<file path="config.mk">
export PLATFORM = sky130hd
export DESIGN_NAME = dns_catchall_reply_builder
export DESIGN_NICKNAME = d
export VERILOG_FILES = /design/src/rtl/dcrb_pkg.sv /design/src/rtl/dcrb_front.sv /design/src/rtl/dcrb_queue.sv /design/src/rtl/dcrb_back.sv /design/src/rtl/dns_catchall_reply_builder.sv
export SDC_FILE = /design/constraint.sdc
export NUM_CORES = 1
export LEC_CHECK = 0
export ABC_AREA = 1
export BUFFER_PORTS_ARGS = -buffer_cell sky130_fd_sc_hd__buf_4
export CORE_AREA = 2 2 150 152
export DETAILED_ROUTE_END_ITERATION = 12
export DIE_AREA = 0 0 152 154
export HOLD_SLACK_MARGIN = 0.02
export PLACE_DENSITY = 0.76
export SYNTH_ARGS = -nofsm -noshare
export SYNTH_HDL_FRONTEND = slang
export SYNTH_SLANG_ARGS = --single-unit
</file>
<file path="constraint.sdc">
create_clock -name i_clk -period 6.05 [get_ports i_clk]
set_input_delay 0.9075 -clock i_clk [delete_from_list [all_inputs] [get_ports i_clk]]
set_output_delay 0.9075 -clock i_clk [all_outputs]
set_load 0.02 [all_outputs]
</file>
<file path="src/rtl/dcrb_pkg.sv">
// Shared types and constants for the catch-all DNS reply builder.
// Used by every module under rtl; it has no dependencies of its own.
package dcrb_pkg;

    localparam int unsigned MaxQuestions = 4;

    localparam int unsigned QueueDepth = 4;
    localparam int unsigned QueuePtrW  = $clog2(QueueDepth);

    // Configuration register indexes.
    localparam logic [1:0] CFG_MAX_LEN = 2'd0;
    localparam logic [1:0] CFG_TTL     = 2'd1;
    localparam logic [1:0] CFG_ADDR    = 2'd2;

    localparam logic [15:0] RST_MAX_LEN = 16'd512;
    localparam logic [31:0] RST_TTL     = 32'd60;
    localparam logic [31:0] RST_ADDR    = 32'hC0A8_0401;

    localparam logic [7:0] FLAGS_HI     = 8'h81;
    localparam logic [7:0] FLAGS_LO     = 8'h80;
    localparam logic [7:0] NAME_PTR_HI  = 8'hC0;
    localparam logic [7:0] NAME_PTR_LO  = 8'h0C;
    localparam logic [7:0] PTR_MASK     = 8'hC0;
    localparam logic [7:0] TYPE_A_LO    = 8'h01;
    localparam logic [7:0] RDLEN_LO     = 8'h04;
    localparam logic [7:0] TYPE_CLASS_N = 8'd4;

    localparam logic [15:0] HEADER_LEN  = 16'd12;
    localparam logic [15:0] POS_SAT     = 16'hFFFF;

    // Answer record pair indexes (eight pairs of bytes per record).
    localparam logic [2:0] ANS_NAME   = 3'd0;
    localparam logic [2:0] ANS_TYPE   = 3'd1;
    localparam logic [2:0] ANS_CLASS  = 3'd2;
    localparam logic [2:0] ANS_TTL_HI = 3'd3;
    localparam logic [2:0] ANS_TTL_LO = 3'd4;
    localparam logic [2:0] ANS_RDLEN  = 3'd5;
    localparam logic [2:0] ANS_ADR_HI = 3'd6;
    localparam logic [2:0] ANS_ADR_LO = 3'd7;

    typedef enum logic [2:0] {
        PH_HEADER = 3'd0,
        PH_NAME   = 3'd1,
        PH_LABEL  = 3'd2,
        PH_PTR    = 3'd3,
        PH_TYPE   = 3'd4,
        PH_DONE   = 3'd5
    } t_phase;

    typedef enum logic {
        BK_ECHO   = 1'b0,
        BK_ANSWER = 1'b1
    } t_back_state;

    // One classified request byte, passed from parser to emitter.
    typedef struct packed {
        logic [7:0] echo;
        logic       last;
        logic       drop;
        logic [2:0] qcount;
    } t_entry;

endpackage

</file>
<file path="src/rtl/dcrb_front.sv">
// Request parser: walks the header and question section one byte per cycle
// if there is room; needs dcrb_pkg, feeds classified bytes into dcrb_queue.
module dcrb_front (
    input  logic             i_clk,
    input  logic             i_rst_n,
    input  logic             i_valid,
    input  logic [7:0]       i_byte,
    input  logic             i_last,
    input  logic             i_room,
    input  logic [15:0]      i_max_len,
    output logic             o_ready,
    output logic             o_push,
    output dcrb_pkg::t_entry o_entry
);

    dcrb_pkg::t_phase r_phase, n_phase;
    logic [15:0] r_pos, n_pos;
    logic [7:0]  r_skip, n_skip;
    logic [2:0]  r_qleft, n_qleft;
    logic [2:0]  r_qtotal, n_qtotal;
    logic [7:0]  r_chigh, n_chigh;
    logic        r_bad, n_bad;

    logic        accept;
    logic [7:0]  echo;
    logic        count_ok;
    logic [16:0] total;
    logic        drop;

    assign o_ready = i_room;
    assign accept  = i_valid && i_room;

    assign count_ok = (r_chigh == 8'd0) && (i_byte != 8'd0)
                      && (i_byte <= 8'(dcrb_pkg::MaxQuestions));

    // Next parse phase.
    always_comb begin
        n_phase = r_phase;
        case (r_phase)
            dcrb_pkg::PH_HEADER: begin
                if (r_pos >= dcrb_pkg::HEADER_LEN - 16'd1) begin
                    n_phase = dcrb_pkg::PH_NAME;
                end
            end
            dcrb_pkg::PH_NAME: begin
                if (i_byte == 8'd0) begin
                    n_phase = dcrb_pkg::PH_TYPE;
                end else if ((i_byte & dcrb_pkg::PTR_MASK) == dcrb_pkg::PTR_MASK) begin
                    n_phase = dcrb_pkg::PH_PTR;
                end else begin
                    n_phase = dcrb_pkg::PH_LABEL;
                end
            end
            dcrb_pkg::PH_LABEL: begin
                if (r_skip <= 8'd1) begin
                    n_phase = dcrb_pkg::PH_NAME;
                end
            end
            dcrb_pkg::PH_PTR: begin
                n_phase = dcrb_pkg::PH_TYPE;
            end
            dcrb_pkg::PH_TYPE: begin
                if (r_skip <= 8'd1) begin
                    n_phase = (r_qleft <= 3'd1) ? dcrb_pkg::PH_DONE : dcrb_pkg::PH_NAME;
                end
            end
            default: begin
                n_phase = r_phase;
            end
        endcase
    end

    // Datapath next values and the echoed byte.
    always_comb begin
        n_pos    = (r_pos == dcrb_pkg::POS_SAT) ? r_pos : r_pos + 16'd1;
        n_skip   = r_skip;
        n_qleft  = r_qleft;
        n_qtotal = r_qtotal;
        n_chigh  = r_chigh;
        n_bad    = r_bad || (r_pos >= i_max_len) || (r_pos == dcrb_pkg::POS_SAT);
        echo     = i_byte;
        case (r_phase)
            dcrb_pkg::PH_HEADER: begin
                if (r_pos == 16'd2) begin
                    echo = dcrb_pkg::FLAGS_HI;
                end else if (r_pos == 16'd3) begin
                    echo = dcrb_pkg::FLAGS_LO;
                end else if (r_pos == 16'd4) begin
                    n_chigh = i_byte;
                end else if (r_pos == 16'd5) begin
                    if (count_ok) begin
                        n_qtotal = i_byte[2:0];
                    end else begin
                        n_qtotal = 3'd0;
                        n_bad    = 1'b1;
                    end
                end else if (r_pos == 16'd6) begin
                    echo = r_chigh;
                end else if (r_pos == 16'd7) begin
                    echo = {5'd0, r_qtotal};
                end else if (r_pos >= 16'd8) begin
                    echo = 8'd0;
                end
                if (r_pos >= dcrb_pkg::HEADER_LEN - 16'd1) begin
                    n_qleft = r_qtotal;
                end
            end
            dcrb_pkg::PH_NAME: begin
                n_skip = (i_byte == 8'd0) ? dcrb_pkg::TYPE_CLASS_N : i_byte;
            end
            dcrb_pkg::PH_LABEL: begin
                n_skip = (r_skip <= 8'd1) ? 8'd0 : r_skip - 8'd1;
            end
            dcrb_pkg::PH_PTR: begin
                n_skip = dcrb_pkg::TYPE_CLASS_N;
            end
            dcrb_pkg::PH_TYPE: begin
                if (r_skip <= 8'd1) begin
                    n_skip  = 8'd0;
                    n_qleft = (r_qleft <= 3'd1) ? 3'd0 : r_qleft - 3'd1;
                end else begin
                    n_skip = r_skip - 8'd1;
                end
            end
            default: begin
                n_skip = r_skip;
            end
        endcase
    end

    // Reply length check: request bytes plus sixteen per answer record.
    assign total = {1'b0, n_pos} + {10'd0, n_qtotal, 4'd0};
    assign drop  = n_bad || (n_phase != dcrb_pkg::PH_DONE) || (total > {1'b0, i_max_len});

    assign o_push         = accept;
    assign o_entry.echo   = echo;
    assign o_entry.last   = i_last;
    assign o_entry.drop   = i_last && drop;
    assign o_entry.qcount = n_qtotal;

    always_ff @(posedge i_clk) begin
        if (!i_rst_n || (accept && i_last)) begin
            r_phase  <= dcrb_pkg::PH_HEADER;
            r_pos    <= 16'd0;
            r_skip   <= 8'd0;
            r_qleft  <= 3'd0;
            r_qtotal <= 3'd0;
            r_chigh  <= 8'd0;
            r_bad    <= 1'b0;
        end else if (accept) begin
            r_phase  <= n_phase;
            r_pos    <= n_pos;
            r_skip   <= n_skip;
            r_qleft  <= n_qleft;
            r_qtotal <= n_qtotal;
            r_chigh  <= n_chigh;
            r_bad    <= n_bad;
        end
    end

endmodule

</file>
<file path="src/rtl/dcrb_queue.sv">
// Short queue of classified request bytes between parser and emitter.
// Depends on dcrb_pkg for the entry type and the queue depth.
module dcrb_queue (
    input  logic             i_clk,
    input  logic             i_rst_n,
    input  logic             i_push,
    input  dcrb_pkg::t_entry i_entry,
    input  logic             i_pop,
    output logic             o_room,
    output logic             o_avail,
    output dcrb_pkg::t_entry o_entry
);

    dcrb_pkg::t_entry r_mem [dcrb_pkg::QueueDepth];

    logic [dcrb_pkg::QueuePtrW-1:0] r_wr, n_wr;
    logic [dcrb_pkg::QueuePtrW-1:0] r_rd, n_rd;
    logic [dcrb_pkg::QueuePtrW:0]   r_count, n_count;
    logic                           do_push;
    logic                           do_pop;

    assign o_room  = (r_count != (dcrb_pkg::QueuePtrW+1)'(dcrb_pkg::QueueDepth));
    assign o_avail = (r_count != '0);
    assign o_entry = r_mem[r_rd];

    assign do_push = i_push && o_room;
    assign do_pop  = i_pop && o_avail;

    always_comb begin
        n_wr    = do_push ? r_wr + 1'b1 : r_wr;
        n_rd    = do_pop ? r_rd + 1'b1 : r_rd;
        n_count = r_count;
        if (do_push && !do_pop) begin
            n_count = r_count + 1'b1;
        end else if (do_pop && !do_push) begin
            n_count = r_count - 1'b1;
        end
    end

    always_ff @(posedge i_clk) begin
        if (do_push) begin
            r_mem[r_wr] <= i_entry;
        end
    end

    always_ff @(posedge i_clk) begin
        if (!i_rst_n) begin
            r_wr    <= '0;
            r_rd    <= '0;
            r_count <= '0;
        end else begin
            r_wr    <= n_wr;
            r_rd    <= n_rd;
            r_count <= n_count;
        end
    end

endmodule

</file>
<file path="src/rtl/dcrb_back.sv">
// Reply emitter: echoes queued bytes and appends the A records after a good frame.
// Depends on dcrb_pkg; reads entries from dcrb_queue and drives the output register.
module dcrb_back (
    input  logic             i_clk,
    input  logic             i_rst_n,
    input  logic             i_avail,
    input  dcrb_pkg::t_entry i_entry,
    output logic             o_pop,
    input  logic [31:0]      i_ttl,
    input  logic [31:0]      i_addr,
    input  logic             i_out_ready,
    output logic             o_out_valid,
    output logic [7:0]       o_out_first,
    output logic [7:0]       o_out_second,
    output logic             o_out_pair,
    output logic             o_out_last,
    output logic             o_out_drop
);

    dcrb_pkg::t_back_state r_state, n_state;
    logic [2:0] r_word, n_word;
    logic [2:0] r_qleft, n_qleft;

    logic       r_valid, n_valid;
    logic [7:0] r_first, n_first;
    logic [7:0] r_second, n_second;
    logic       r_pair, n_pair;
    logic       r_last, n_last;
    logic       r_drop, n_drop;

    logic       can_load;
    logic       good_final;
    logic       final_word;
    logic [15:0] ans_pair;

    assign can_load   = !r_valid || i_out_ready;
    assign good_final = i_entry.last && !i_entry.drop && (i_entry.qcount != 3'd0);
    assign final_word = (r_word == dcrb_pkg::ANS_ADR_LO);

    // Next state of the emitter.
    always_comb begin
        n_state = r_state;
        case (r_state)
            dcrb_pkg::BK_ECHO: begin
                if (can_load && i_avail && good_final) begin
                    n_state = dcrb_pkg::BK_ANSWER;
                end
            end
            dcrb_pkg::BK_ANSWER: begin
                if (can_load && final_word && r_qleft <= 3'd1) begin
                    n_state = dcrb_pkg::BK_ECHO;
                end
            end
            default: begin
                n_state = dcrb_pkg::BK_ECHO;
            end
        endcase
    end

    // Byte pair of the answer record at the current word.
    always_comb begin
        case (r_word)
            dcrb_pkg::ANS_NAME:   ans_pair = {dcrb_pkg::NAME_PTR_HI, dcrb_pkg::NAME_PTR_LO};
            dcrb_pkg::ANS_TYPE:   ans_pair = {8'd0, dcrb_pkg::TYPE_A_LO};
            dcrb_pkg::ANS_CLASS:  ans_pair = {8'd0, dcrb_pkg::TYPE_A_LO};
            dcrb_pkg::ANS_TTL_HI: ans_pair = i_ttl[31:16];
            dcrb_pkg::ANS_TTL_LO: ans_pair = i_ttl[15:0];
            dcrb_pkg::ANS_RDLEN:  ans_pair = {8'd0, dcrb_pkg::RDLEN_LO};
            dcrb_pkg::ANS_ADR_HI: ans_pair = i_addr[31:16];
            dcrb_pkg::ANS_ADR_LO: ans_pair = i_addr[15:0];
            default:              ans_pair = 16'd0;
        endcase
    end

    // Output register loading and counters.
    always_comb begin
        o_pop    = 1'b0;
        n_word   = r_word;
        n_qleft  = r_qleft;
        n_valid  = r_valid && !i_out_ready;
        n_first  = r_first;
        n_second = r_second;
        n_pair   = r_pair;
        n_last   = r_last;
        n_drop   = r_drop;
        case (r_state)
            dcrb_pkg::BK_ECHO: begin
                if (can_load && i_avail) begin
                    o_pop    = 1'b1;
                    n_valid  = 1'b1;
                    n_first  = i_entry.echo;
                    n_second = 8'd0;
                    n_pair   = 1'b0;
                    n_last   = i_entry.last && !good_final;
                    n_drop   = i_entry.drop;
                    n_word   = dcrb_pkg::ANS_NAME;
                    n_qleft  = i_entry.qcount;
                end
            end
            dcrb_pkg::BK_ANSWER: begin
                if (can_load) begin
                    n_valid  = 1'b1;
                    n_first  = ans_pair[15:8];
                    n_second = ans_pair[7:0];
                    n_pair   = 1'b1;
                    n_last   = final_word && (r_qleft <= 3'd1);
                    n_drop   = 1'b0;
                    n_word   = r_word + 3'd1;
                    if (final_word) begin
                        n_qleft = r_qleft - 3'd1;
                    end
                end
            end
            default: begin
                o_pop = 1'b0;
            end
        endcase
    end

    always_ff @(posedge i_clk) begin
        if (!i_rst_n) begin
            r_state <= dcrb_pkg::BK_ECHO;
            r_valid <= 1'b0;
            r_word  <= 3'd0;
            r_qleft <= 3'd0;
        end else begin
            r_state <= n_state;
            r_valid <= n_valid;
            r_word  <= n_word;
            r_qleft <= n_qleft;
        end
    end

    always_ff @(posedge i_clk) begin
        r_first  <= n_first;
        r_second <= n_second;
        r_pair   <= n_pair;
        r_last   <= n_last;
        r_drop   <= n_drop;
    end

    assign o_out_valid  = r_valid;
    assign o_out_first  = r_first;
    assign o_out_second = r_second;
    assign o_out_pair   = r_pair;
    assign o_out_last   = r_last;
    assign o_out_drop   = r_drop;

endmodule

</file>
<file path="src/rtl/dns_catchall_reply_builder.sv">
// Top level of the catch-all DNS reply builder: configuration registers,
// parser, queue and emitter. Depends on dcrb_pkg, dcrb_front, dcrb_queue, dcrb_back.
//
//   channel  direction  handshake                    payload
//   in       input      i_in_valid / o_in_ready      i_in_byte, i_in_last
//   out      output     o_out_valid / i_out_ready    o_out_first, o_out_second,
//                                                    o_out_pair, o_out_last, o_out_drop
//   cfg      input      i_cfg_valid / o_cfg_ready    i_cfg_index, i_cfg_data
//
// Each request byte is parsed combinationally, queued and then loaded into the
// output register; the emitter delivers one result per cycle while i_out_ready
// is high, so a good final byte is followed by eight answer pairs per question.
// A four-entry queue sits between parser and emitter; the input stalls only when
// it is full. Reset is synchronous and clears the parse state, the queue and the
// output valid flag, and loads the configuration defaults.
module dns_catchall_reply_builder (
    input  logic        i_clk,
    input  logic        i_rst_n,
    input  logic        i_in_valid,
    output logic        o_in_ready,
    input  logic [7:0]  i_in_byte,
    input  logic        i_in_last,
    output logic        o_out_valid,
    input  logic        i_out_ready,
    output logic [7:0]  o_out_first,
    output logic [7:0]  o_out_second,
    output logic        o_out_pair,
    output logic        o_out_last,
    output logic        o_out_drop,
    input  logic        i_cfg_valid,
    output logic        o_cfg_ready,
    input  logic [1:0]  i_cfg_index,
    input  logic [31:0] i_cfg_data
);

    logic [15:0] r_max_len;
    logic [31:0] r_ttl;
    logic [31:0] r_addr;

    logic             push;
    logic             pop;
    logic             room;
    logic             avail;
    dcrb_pkg::t_entry front_entry;
    dcrb_pkg::t_entry queue_entry;

    assign o_cfg_ready = 1'b1;

    always_ff @(posedge i_clk) begin
        if (!i_rst_n) begin
            r_max_len <= dcrb_pkg::RST_MAX_LEN;
            r_ttl     <= dcrb_pkg::RST_TTL;
            r_addr    <= dcrb_pkg::RST_ADDR;
        end else if (i_cfg_valid) begin
            case (i_cfg_index)
                dcrb_pkg::CFG_MAX_LEN: r_max_len <= i_cfg_data[15:0];
                dcrb_pkg::CFG_TTL:     r_ttl     <= i_cfg_data;
                dcrb_pkg::CFG_ADDR:    r_addr    <= i_cfg_data;
                default:               r_addr    <= r_addr;
            endcase
        end
    end

    dcrb_front u_front (
        .i_clk     (i_clk),
        .i_rst_n   (i_rst_n),
        .i_valid   (i_in_valid),
        .i_byte    (i_in_byte),
        .i_last    (i_in_last),
        .i_room    (room),
        .i_max_len (r_max_len),
        .o_ready   (o_in_ready),
        .o_push    (push),
        .o_entry   (front_entry)
    );

    dcrb_queue u_queue (
        .i_clk   (i_clk),
        .i_rst_n (i_rst_n),
        .i_push  (push),
        .i_entry (front_entry),
        .i_pop   (pop),
        .o_room  (room),
        .o_avail (avail),
        .o_entry (queue_entry)
    );

    dcrb_back u_back (
        .i_clk        (i_clk),
        .i_rst_n      (i_rst_n),
        .i_avail      (avail),
        .i_entry      (queue_entry),
        .o_pop        (pop),
        .i_ttl        (r_ttl),
        .i_addr       (r_addr),
        .i_out_ready  (i_out_ready),
        .o_out_valid  (o_out_valid),
        .o_out_first  (o_out_first),
        .o_out_second (o_out_second),
        .o_out_pair   (o_out_pair),
        .o_out_last   (o_out_last),
        .o_out_drop   (o_out_drop)
    );

endmodule

</file>
==> results of run 1 <==
placed cells by master (no fill, tap or decap), types with 7 or more instances in the layout:
master,n
nand2_1,230
nor2_1,174
inv_1,172
o21ai_0,164
dfxtp_1,139
a21oi_1,99
buf_4,76
edfxtp_1,71
ha_1,56
nand3_1,52
nand4_1,24
clkbuf_16,23
o22ai_1,20
xor2_1,17
nor3_1,10
inv_2,8
a221oi_1,8
o211ai_1,7
final cells by class:
type / count / area, sq um / share of cell area [%]
clock buffers: 29 / 598 / 4.91
clock inverters: 12 / 164 / 1.34
inverters: 181 / 679 / 5.57
multi-input cells: 922 / 4910 / 40.3
flip-flops and latches: 210 / 4910 / 40.3
well taps: 280 / 350 / 2.87
repair buffers: 76 / 571 / 4.68
state kept, by name, indices dropped and copies added, names as in the netlist, 2 cells and up, named ones only:
signal,cells
u_front.r_skip,8
u_front.r_phase,3
u_back.r_word,3
u_back.o_out_second,8
u_queue.r_rd,2
r_addr,32
u_front.r_qleft,3
u_queue.r_mem,52
u_front.r_chigh,8
r_max_len,16
u_back.r_qleft,3
u_front.r_pos,16
u_queue.r_wr,2
r_ttl,32
u_front.r_qtotal,3
u_queue.r_count,3
u_back.o_out_first,8
worst max-delay path, delay by kind of cell, from the launching register on:
family | cells | cell delay (ns)
adders and majority gates | 2 | 0.67
xor gates and xnor gates | 1 | 0.15
and+or+nand+nor | 18 | 1.97
AOI/OAI and AO/OA | 4 | 1.09
DFF | 1 | 0.35
buffers and inverters | 4 | 0.30
how the worst max path moves through the flow:
stage	to	slack, ns
2_1_floorplan	u_queue.r_mem[0][3]	2.10
3_3_place_gp	u_queue.r_mem[0][3]	1.47
3_5_place_dp	u_queue.r_mem[2][3]	1.34
4_1_cts	u_queue.r_mem[0][3]	1.32
5_1_grt	u_queue.r_mem[0][3]	0.76
6_report	u_queue.r_mem[0][3]	1.27
Yosys cell counts, drive strengths merged, types with 2 or more instances:
| cell | instances | share of area [%] |
|---|---|---|
| buf | 7 | 0.37 |
| o22ai | 20 | 1.2 |
| o21ai | 167 | 7.9 |
| xor2 | 17 | 1.4 |
| edfxtp | 71 | 20 |
| xnor2 | 3 | 0.25 |
| o211ai | 7 | 0.49 |
| dfxtp | 139 | 26 |
| nor3 | 10 | 0.47 |
| o21a | 2 | 0.14 |
| or2 | 2 | 0.12 |
| a21oi | 101 | 4.8 |
| o31ai | 3 | 0.21 |
| nor2 | 184 | 6.8 |
| a31oi | 5 | 0.29 |
| inv | 180 | 6.3 |
| a32o | 6 | 0.56 |
| fa | 2 | 0.37 |
| ha | 56 | 6.5 |
| nand3 | 53 | 2.5 |
| clkbuf | 46 | 1.6 |
| a221oi | 8 | 0.65 |
| nand4 | 24 | 1.4 |
| nand2 | 234 | 8.3 |
| a211oi | 6 | 0.42 |
report_power, final:
part | total [mW] | switching, mW | internal (mW)
Clock | 1.43 | 0.555 | 0.871
Sequential | 1.90 | 0.141 | 1.76
Combinational | 1.46 | 0.967 | 0.489
through the flow:
step,power [mW],cell area [sq um]
finish,4.78,12200
global route,5.08,12200
CTS,4.81,12200
detailed placement,3.38,11400
global placement,3.34,11400
floorplan,2.91,10700
logic make-up (layout without fill, tap and decap cells):
logic type | after synthesis | count (layout) | share of synthesized area (%)
flops | 210 | 210 | 45.9
compound gates | 333 | 333 | 17.3
simple gates | 510 | 510 | 19.9
xor+xnor | 20 | 20 | 1.63
other cells | 1 | 1 | 0.0350
fa+ha+maj | 58 | 58 | 6.91
buf+inv | 234 | 298 | 8.33
metal layers:
layer | GRT usage [%] | wire length [um] | vias up
met5 | 0 | 0 | -
met4 | 7.25 | 708 | 0
met3 | 2.82 | 1640 | 55
met2 | 38.5 | 12800 | 297
met1 | 30.7 | 11700 | 4291
li1 | - | - | 4660
==> impl_metrics.json, run 1 <==
{
  "min_to": "r_addr[30]",
  "synth_edf_count": 71,
  "first_global_vias": 8708,
  "hold_viol": 0,
  "grt.total_usage_pct": 22.8,
  "pin_count": 70,
  "layoutNonFillerInstCount": 1710,
  "whs_path_depth": 2,
  "power_density_nw_per_um2": 392,
  "gr-total-overflow": 0,
  "slew_violations": 0,
  "n_fill_cell": 1960,
  "drive_above_1_share_pct": 9.65,
  "r2r-end": "u_queue.r_mem[0][3]",
  "cts_inserted_buffers": 23,
  "antenna_found_initial": 0,
  "yosysUniqueCellTypes": 48,
  "r2r-start": "u_front.r_pos[11]",
  "finalClockSkew_ns": 0.0134,
  "hold_class": "flip-flop to flip-flop",
  "dieArea_sq_um": 23400,
  "diodes": 0,
  "r2r_cells": 29,
  "crit_path_start": "u_front.r_pos[11]",
  "cts_max_path_buffers": 3,
  "synthToLayoutAreaGrowth_pct": 13.7,
  "clock_sinks": 210,
  "fp.dieW_um": 152,
  "start_util_pct": 49.4,
  "io_buffer_count": 68,
  "first_iter_violations": 780,
  "cap_violations": 0,
  "yosys_warnings": 0,
  "critPathMostFrequentCell": "nand2_1",
  "die-height_um": 154,
  "required_ns": 6.30,
  "rows": 54,
  "synth.avg_cell_area_sq_um": 7.84,
  "critPathSlowestCell": "o21ai_0",
  "arrival_ns": 5.03,
  "holdBufCountCts": 0,
  "min_period_ns": 4.78,
  "worst_slack_ns": 1.27,
  "fmax_mhz": 209,
  "setup_viol": 0,
  "routed_wl_um": 26800,
  "ir_drop_v": 0.000177,
  "min_period_over_period_pct": 79.1,
  "end_kind": "flip-flop",
  "place_ws_ns": 1.34,
  "clkLatencyLatePin_ns": 0.51,
  "p_leak_nw": 5.40,
  "fin_util_pct": 56.2,
  "synth_fp_nets": 1472,
  "coreArea_sq_um": 21700,
  "r2r_setup_slack_ns": 1.27,
  "ys_async_sr_fraction_pct": 0,
  "critPathLaunchType": "flip-flop",
  "whs_ns": 0.456,
  "dp_hpwl_um": 18900,
  "fin_nets": 1520,
  "clkTransAtPathRegs_ns": 0.06,
  "ys_ff_latch": 210,
  "postCtsSetupRepairBufs": 0,
  "status": "finished clean",
  "cts_resized": 0,
  "path_class": "flip-flop to flip-flop",
  "ys_seq_area_share_pct": 45.9,
  "root_buffer": "clkbuf_16",
  "cts_tree": "built",
  "hold_start": "r_addr[30]",
  "postRouteAntennaNets": 0,
  "place_congestion": 0.985,
  "synth.cell_area_sq_um": 10700,
  "drc": 0,
  "cpPeakStageDelay_ns": 0.56,
  "vias_per_cell": 5.44,
  "rsz0062_at_grt": "false",
  "synth_ff_type": "dfxtp_1",
  "drtPass1Iterations": 6,
  "grt_pass1_wl_um": 44100,
  "post_drt_wl_per_cell_um": 15.7,
  "htree_levels": 1,
  "grt_max_degree": 91,
  "syn_inst": 1366,
  "via_count": 9303,
  "path_max_fanout": 11,
  "finalSetupTns_ns": 0,
  "worst_pin_slew_ns": 1.10,
  "placedCellCount": 1669,
  "slew_headroom_pct": 26.5
}
Note: power is estimated with default switching activity, not from simulation.
==> inputs of run 2 (changes only) <==
==> constraint.sdc (replaced) <==
create_clock -name i_clk -period 4.55 [get_ports i_clk]
set_input_delay 0.6825 -clock i_clk [delete_from_list [all_inputs] [get_ports i_clk]]
set_output_delay 0.6825 -clock i_clk [all_outputs]
set_load 0.02 [all_outputs]
==> impl_metrics.json, run 2 (synthesis results as in run 1) <==
{
  "status": "finished clean",
  "io_buffer_count": 68,
  "drc": 0,
  "grt_max_degree": 91,
  "first_global_vias": 8794,
  "clkLatencyLatePin_ns": 0.51,
  "setup_viol": 0,
  "first_iter_violations": 863,
  "place_congestion": 0.922,
  "path_max_fanout": 6,
  "antenna_found_initial": 0,
  "r2r_cells": 31,
  "gr-total-overflow": 0,
  "top_regs": "u_queue.r_mem (52), r_addr (32), r_ttl (32)",
  "top_register": "u_queue.r_mem",
  "worst_pin_slew_ns": 1.13,
  "coreArea_sq_um": 21700,
  "wl_met1_um": 11800,
  "path_class": "flip-flop to flip-flop",
  "pin_count": 70,
  "top_layer": "met4",
  "fmax_mhz": 239,
  "post_drt_wl_per_cell_um": 15.8,
  "vias_per_cell": 5.48,
  "die-height_um": 154,
  "fin_nets": 1530,
  "cts_inserted_buffers": 23,
  "clkTransAtPathRegs_ns": 0.06,
  "placedCellCount": 1677,
  "synthToLayoutAreaGrowth_pct": 14.3,
  "clock_sinks": 210,
  "diodes": 0,
  "grt_pass1_wl_um": 44100,
  "htree_levels": 1,
  "hold_viol": 0,
  "largest_register_ffs": 52,
  "fp.dieW_um": 152,
  "end_kind": "flip-flop",
  "hold_start": "i_cfg_data[30]",
  "fin_util_pct": 56.5,
  "critPathLaunchType": "flip-flop",
  "layoutNonFillerInstCount": 1719,
  "met3_wirelength_um": 1970,
  "required_ns": 4.80,
  "routed_wl_um": 27200,
  "p_leak_nw": 5.43,
  "arrival_ns": 4.43,
  "ir_drop_v": 0.000231,
  "cts_tree": "built",
  "whs_ns": 0.409,
  "cap_violations": 0,
  "rows": 54,
  "slew_violations": 0,
  "dieArea_sq_um": 23400,
  "dp_hpwl_um": 19100,
  "min_period_over_period_pct": 91.9,
  "root_buffer": "clkbuf_16",
  "slew_headroom_pct": 24.8,
  "cpPeakStageDelay_ns": 0.40,
  "via_count": 9412,
  "critPathMostFrequentCell": "nand2_1",
  "start_util_pct": 49.4,
  "cts_max_path_buffers": 3,
  "crit_path_start": "u_front.r_pos[10]",
  "min_period_ns": 4.18,
  "routed-wl-met2_um": 12700,
  "grt.total_usage_pct": 22.9,
  "r2r-start": "u_front.r_pos[10]",
  "power_mw": 6.35,
  "drive_above_1_share_pct": 10.8,
  "postRouteAntennaNets": 0,
  "whs_path_depth": 3,
  "final_common_cell": "nand2_1",
  "finalSetupTns_ns": 0,
  "critPathSlowestCell": "fa_1",
  "hold_class": "input port to flip-flop",
  "final_cell_mix": "nand2_1 (230), nor2_1 (171), inv_1 (169)",
  "power_density_nw_per_um2": 519,
  "finalClockSkew_ns": 0.0143,
  "drtPass1Iterations": 5
}
==> run 2: per-layer routing <==
metal | vias up | track usage, %
met5 | - | 0
met4 | 0 | 8.46
met3 | 52 | 3.92
met2 | 356 | 37.8
met1 | 4339 | 30.3
li1 | 4665 | -
==> run 2: cell type report <==
type	count	area (sq um)
fillers	1929	9440
clock buffers	35	651
multi-input cells	922	4930
repair buffers	86	646
clock inverters	5	75.1
flip-flops and latches	210	4920
inverters	181	679
well taps	280	350
==> run 2: final timing paths <==
path	slack, ns	to
min reg2reg	0.45	flip-flop
max reg2reg	0.37	u_queue.r_mem[3][3]
min	0.41	r_addr[30]
max	0.37	u_queue.r_mem[3][3]
==> run 2: timing repair <==
item	4_1_cts	5_1_grt
gates resized for setup	0	11
buffers inserted	0	2
setup endpoints to repair	0	4
hold buffers	0	0
==> run 2: critical path: cells and delay by family (launching register included) <==
family | cells | cell delay [ns]
DFF | 1 | 0.34
xor gates and xnor gates | 1 | 0.16
adders and majority gates | 3 | 0.87
buffers and inverters | 4 | 0.39
AOI/OAI and AO/OA | 3 | 0.45
and+or+nand+nor | 20 | 1.72
==> run 2: power breakdown <==
group | internal (mW) | switching, mW | leakage [nW]
clock network | 1.09 | 0.717 | 0.356
logic | 0.684 | 1.35 | 3.27
registers | 2.34 | 0.163 | 1.81
==> run 2: through the flow <==
step | cell area [sq um] | setup slack, ns
CTS | 12200 | 0.186
global route | 12200 | -0.0106
detailed placement | 11500 | 0.213
finish | 12200 | 0.367
floorplan | 10700 | 0.774
global placement | 11500 | 0.350
==> inputs of run 3 (changes only) <==
--- a/config.mk
+++ b/config.mk
@@ -11,7 +11,7 @@
 export DETAILED_ROUTE_END_ITERATION = 12
 export DIE_AREA = 0 0 152 154
 export HOLD_SLACK_MARGIN = 0.02
-export PLACE_DENSITY = 0.76
+export PLACE_DENSITY = 0.66
 export SYNTH_ARGS = -nofsm -noshare
 export SYNTH_HDL_FRONTEND = slang
 export SYNTH_SLANG_ARGS = --single-unit
==> impl_metrics.json, run 3 (synthesis results as in run 1) <==
{
  "status": "finished clean",
  "cpPeakStageDelay_ns": 0.40,
  "drive_above_1_share_pct": 11.6,
  "rows": 54,
  "min_period_ns": 4.16,
  "grt_busiest_layer": "met2",
  "grt.total_usage_pct": 23.0,
  "min_to": "r_addr[23]",
  "r2r-start": "u_front.r_pos[13]",
  "place_congestion": 0.944,
  "top_regs": "u_queue.r_mem (52), r_addr (32), r_ttl (32)",
  "via_count": 9249,
  "critPathSlowestCell": "fa_1",
  "power_density_nw_per_um2": 517,
  "slew_violations": 0,
  "cap_violations": 0,
  "top_register": "u_queue.r_mem",
  "fin_util_pct": 56.7,
  "drtPass1Iterations": 7,
  "antenna_found_initial": 0,
  "finalClockSkew_ns": 0.00921,
  "layoutNonFillerInstCount": 1719,
  "critPathMostFrequentCell": "nand2_1",
  "routed_wl_um": 27200,
  "drc": 0,
  "pin_count": 70,
  "synthToLayoutAreaGrowth_pct": 14.8,
  "post_drt_wl_per_cell_um": 15.8,
  "r2r-end": "u_queue.r_mem[1][3]",
  "placedCellCount": 1678,
  "hold_viol": 0,
  "r2r_cells": 31,
  "gr-total-overflow": 0,
  "clkTransAtPathRegs_ns": 0.06,
  "cts_tree": "built",
  "cts_inserted_buffers": 23,
  "path_max_fanout": 6,
  "grt_pass1_wl_um": 44400,
  "arrival_ns": 4.40,
  "cts_max_path_buffers": 3,
  "dp_hpwl_um": 19300,
  "htree_levels": 1,
  "critPathLaunchType": "flip-flop",
  "first_global_vias": 8607,
  "io_buffer_count": 68,
  "slew_headroom_pct": 28.6,
  "setup_viol": 0,
  "clock_sinks": 210,
  "final_cell_mix": "nand2_1 (230), nor2_1 (171), inv_1 (166)",
  "required_ns": 4.79,
  "coreArea_sq_um": 21700,
  "fin_nets": 1530,
  "multiInputGateArea_sq_um": 4950,
  "p_leak_nw": 5.45,
  "root_buffer": "clkbuf_16",
  "start_util_pct": 49.4,
  "place_ws_ns": 0.0853,
  "use_met1_pct": 32.0,
  "path_class": "flip-flop to flip-flop",
  "hold_start": "i_cfg_data[23]",
  "dieArea_sq_um": 23400,
  "worst_slack_ns": 0.391,
  "fp.dieW_um": 152,
  "seq_area_sq_um": 4920,
  "hold_class": "input port to flip-flop",
  "clkLatencyLatePin_ns": 0.50,
  "first_iter_violations": 806,
  "n_fill_cell": 2060,
  "diodes": 0,
  "grt_max_degree": 91,
  "final_common_cell": "nand2_1",
  "ir_drop_v": 0.000298,
  "worst_pin_slew_ns": 1.07,
  "postRouteAntennaNets": 0,
  "grtUsageMet3_pct": 3.10,
  "vias_per_cell": 5.38,
  "largest_register_ffs": 52,
  "end_kind": "flip-flop",
  "fmax_mhz": 240,
  "grtUsageMet2_pct": 37.3,
  "whs_path_depth": 3,
  "min_period_over_period_pct": 91.4,
  "die-height_um": 154,
  "r2r_setup_slack_ns": 0.39
}
[run 3: how the worst max path moves through the flow]
| stage | startpoint | to | slack, ns | cells past startpoint |
|---|---|---|---|---|
| 6_report | u_front.r_pos[13] | u_queue.r_mem[1][3] | 0.39 | 31 |
| 5_1_grt | u_front.r_pos[12] | u_queue.r_mem[1][3] | -0.08 | 32 |
| 4_1_cts | u_front.r_pos[10] | u_queue.r_mem[1][3] | 0.06 | 31 |
| 3_5_place_dp | u_front.r_pos[10] | u_queue.r_mem[2][3] | 0.09 | 31 |
| 3_3_place_gp | u_front.r_pos[10] | u_queue.r_mem[0][3] | 0.29 | 28 |
| 2_1_floorplan | u_front.r_pos[4] | u_queue.r_mem[0][3] | 0.77 | 28 |
[run 3: per-stage QoR]
| stage | setup TNS, ns | power, mW | hold WS (ns) | instance area [sq um] |
|---|---|---|---|---|
| CTS | 0 | 6.37 | 0.403 | 12300 |
| detailed placement | 0 | 4.52 | 0.443 | 11500 |
| global placement | 0 | 4.49 | 0.441 | 11500 |
| global route | -0.312 | 6.75 | 0.407 | 12300 |
| floorplan | 0 | 3.87 | 0.429 | 10700 |
| finish | 0 | 6.36 | 0.408 | 12300 |
[run 3: worst max-delay path: cells and delay by family (launching register included)]
kind | cells | cell delay, ns
simple gates | 20 | 1.71
fa+ha+maj | 3 | 0.88
compound gates | 3 | 0.42
buf+inv | 4 | 0.36
flops | 1 | 0.34
xor+xnor | 1 | 0.18
[run 3: cell type report]
type / instances / area share, %
inverters: 181 / 5.52
well taps: 280 / 2.85
clock inverters: 6 / 0.478
multi-input cells: 922 / 40.2
flip-flops and latches: 210 / 40.0
clock buffers: 34 / 5.68
repair buffers: 86 / 5.25
[run 3: repair_timing]
action                                  CTS  global route
endpoints found under the hold margin     0             0
endpoints found under the setup margin    0             4
resized for setup                         0            21
hold buffers                              0             0
setup buffers                             0             1
[run 3: layer usage]
layer  routed length, um  share of wire, %
met5                   0                 0
met4                 692               2.5
met3                1660               6.1
met2               12300                45
met1               12500                46
[run 3: power by group]
| group | leakage (nW) | internal (mW) | total (mW) | switching (mW) |
|---|---|---|---|---|
| logic | 3.27 | 0.674 | 2.01 | 1.34 |
| registers | 1.81 | 2.34 | 2.50 | 0.159 |
| clock network | 0.367 | 1.11 | 1.85 | 0.733 |
| total | 5.45 | 4.13 | 6.36 | 2.23 |
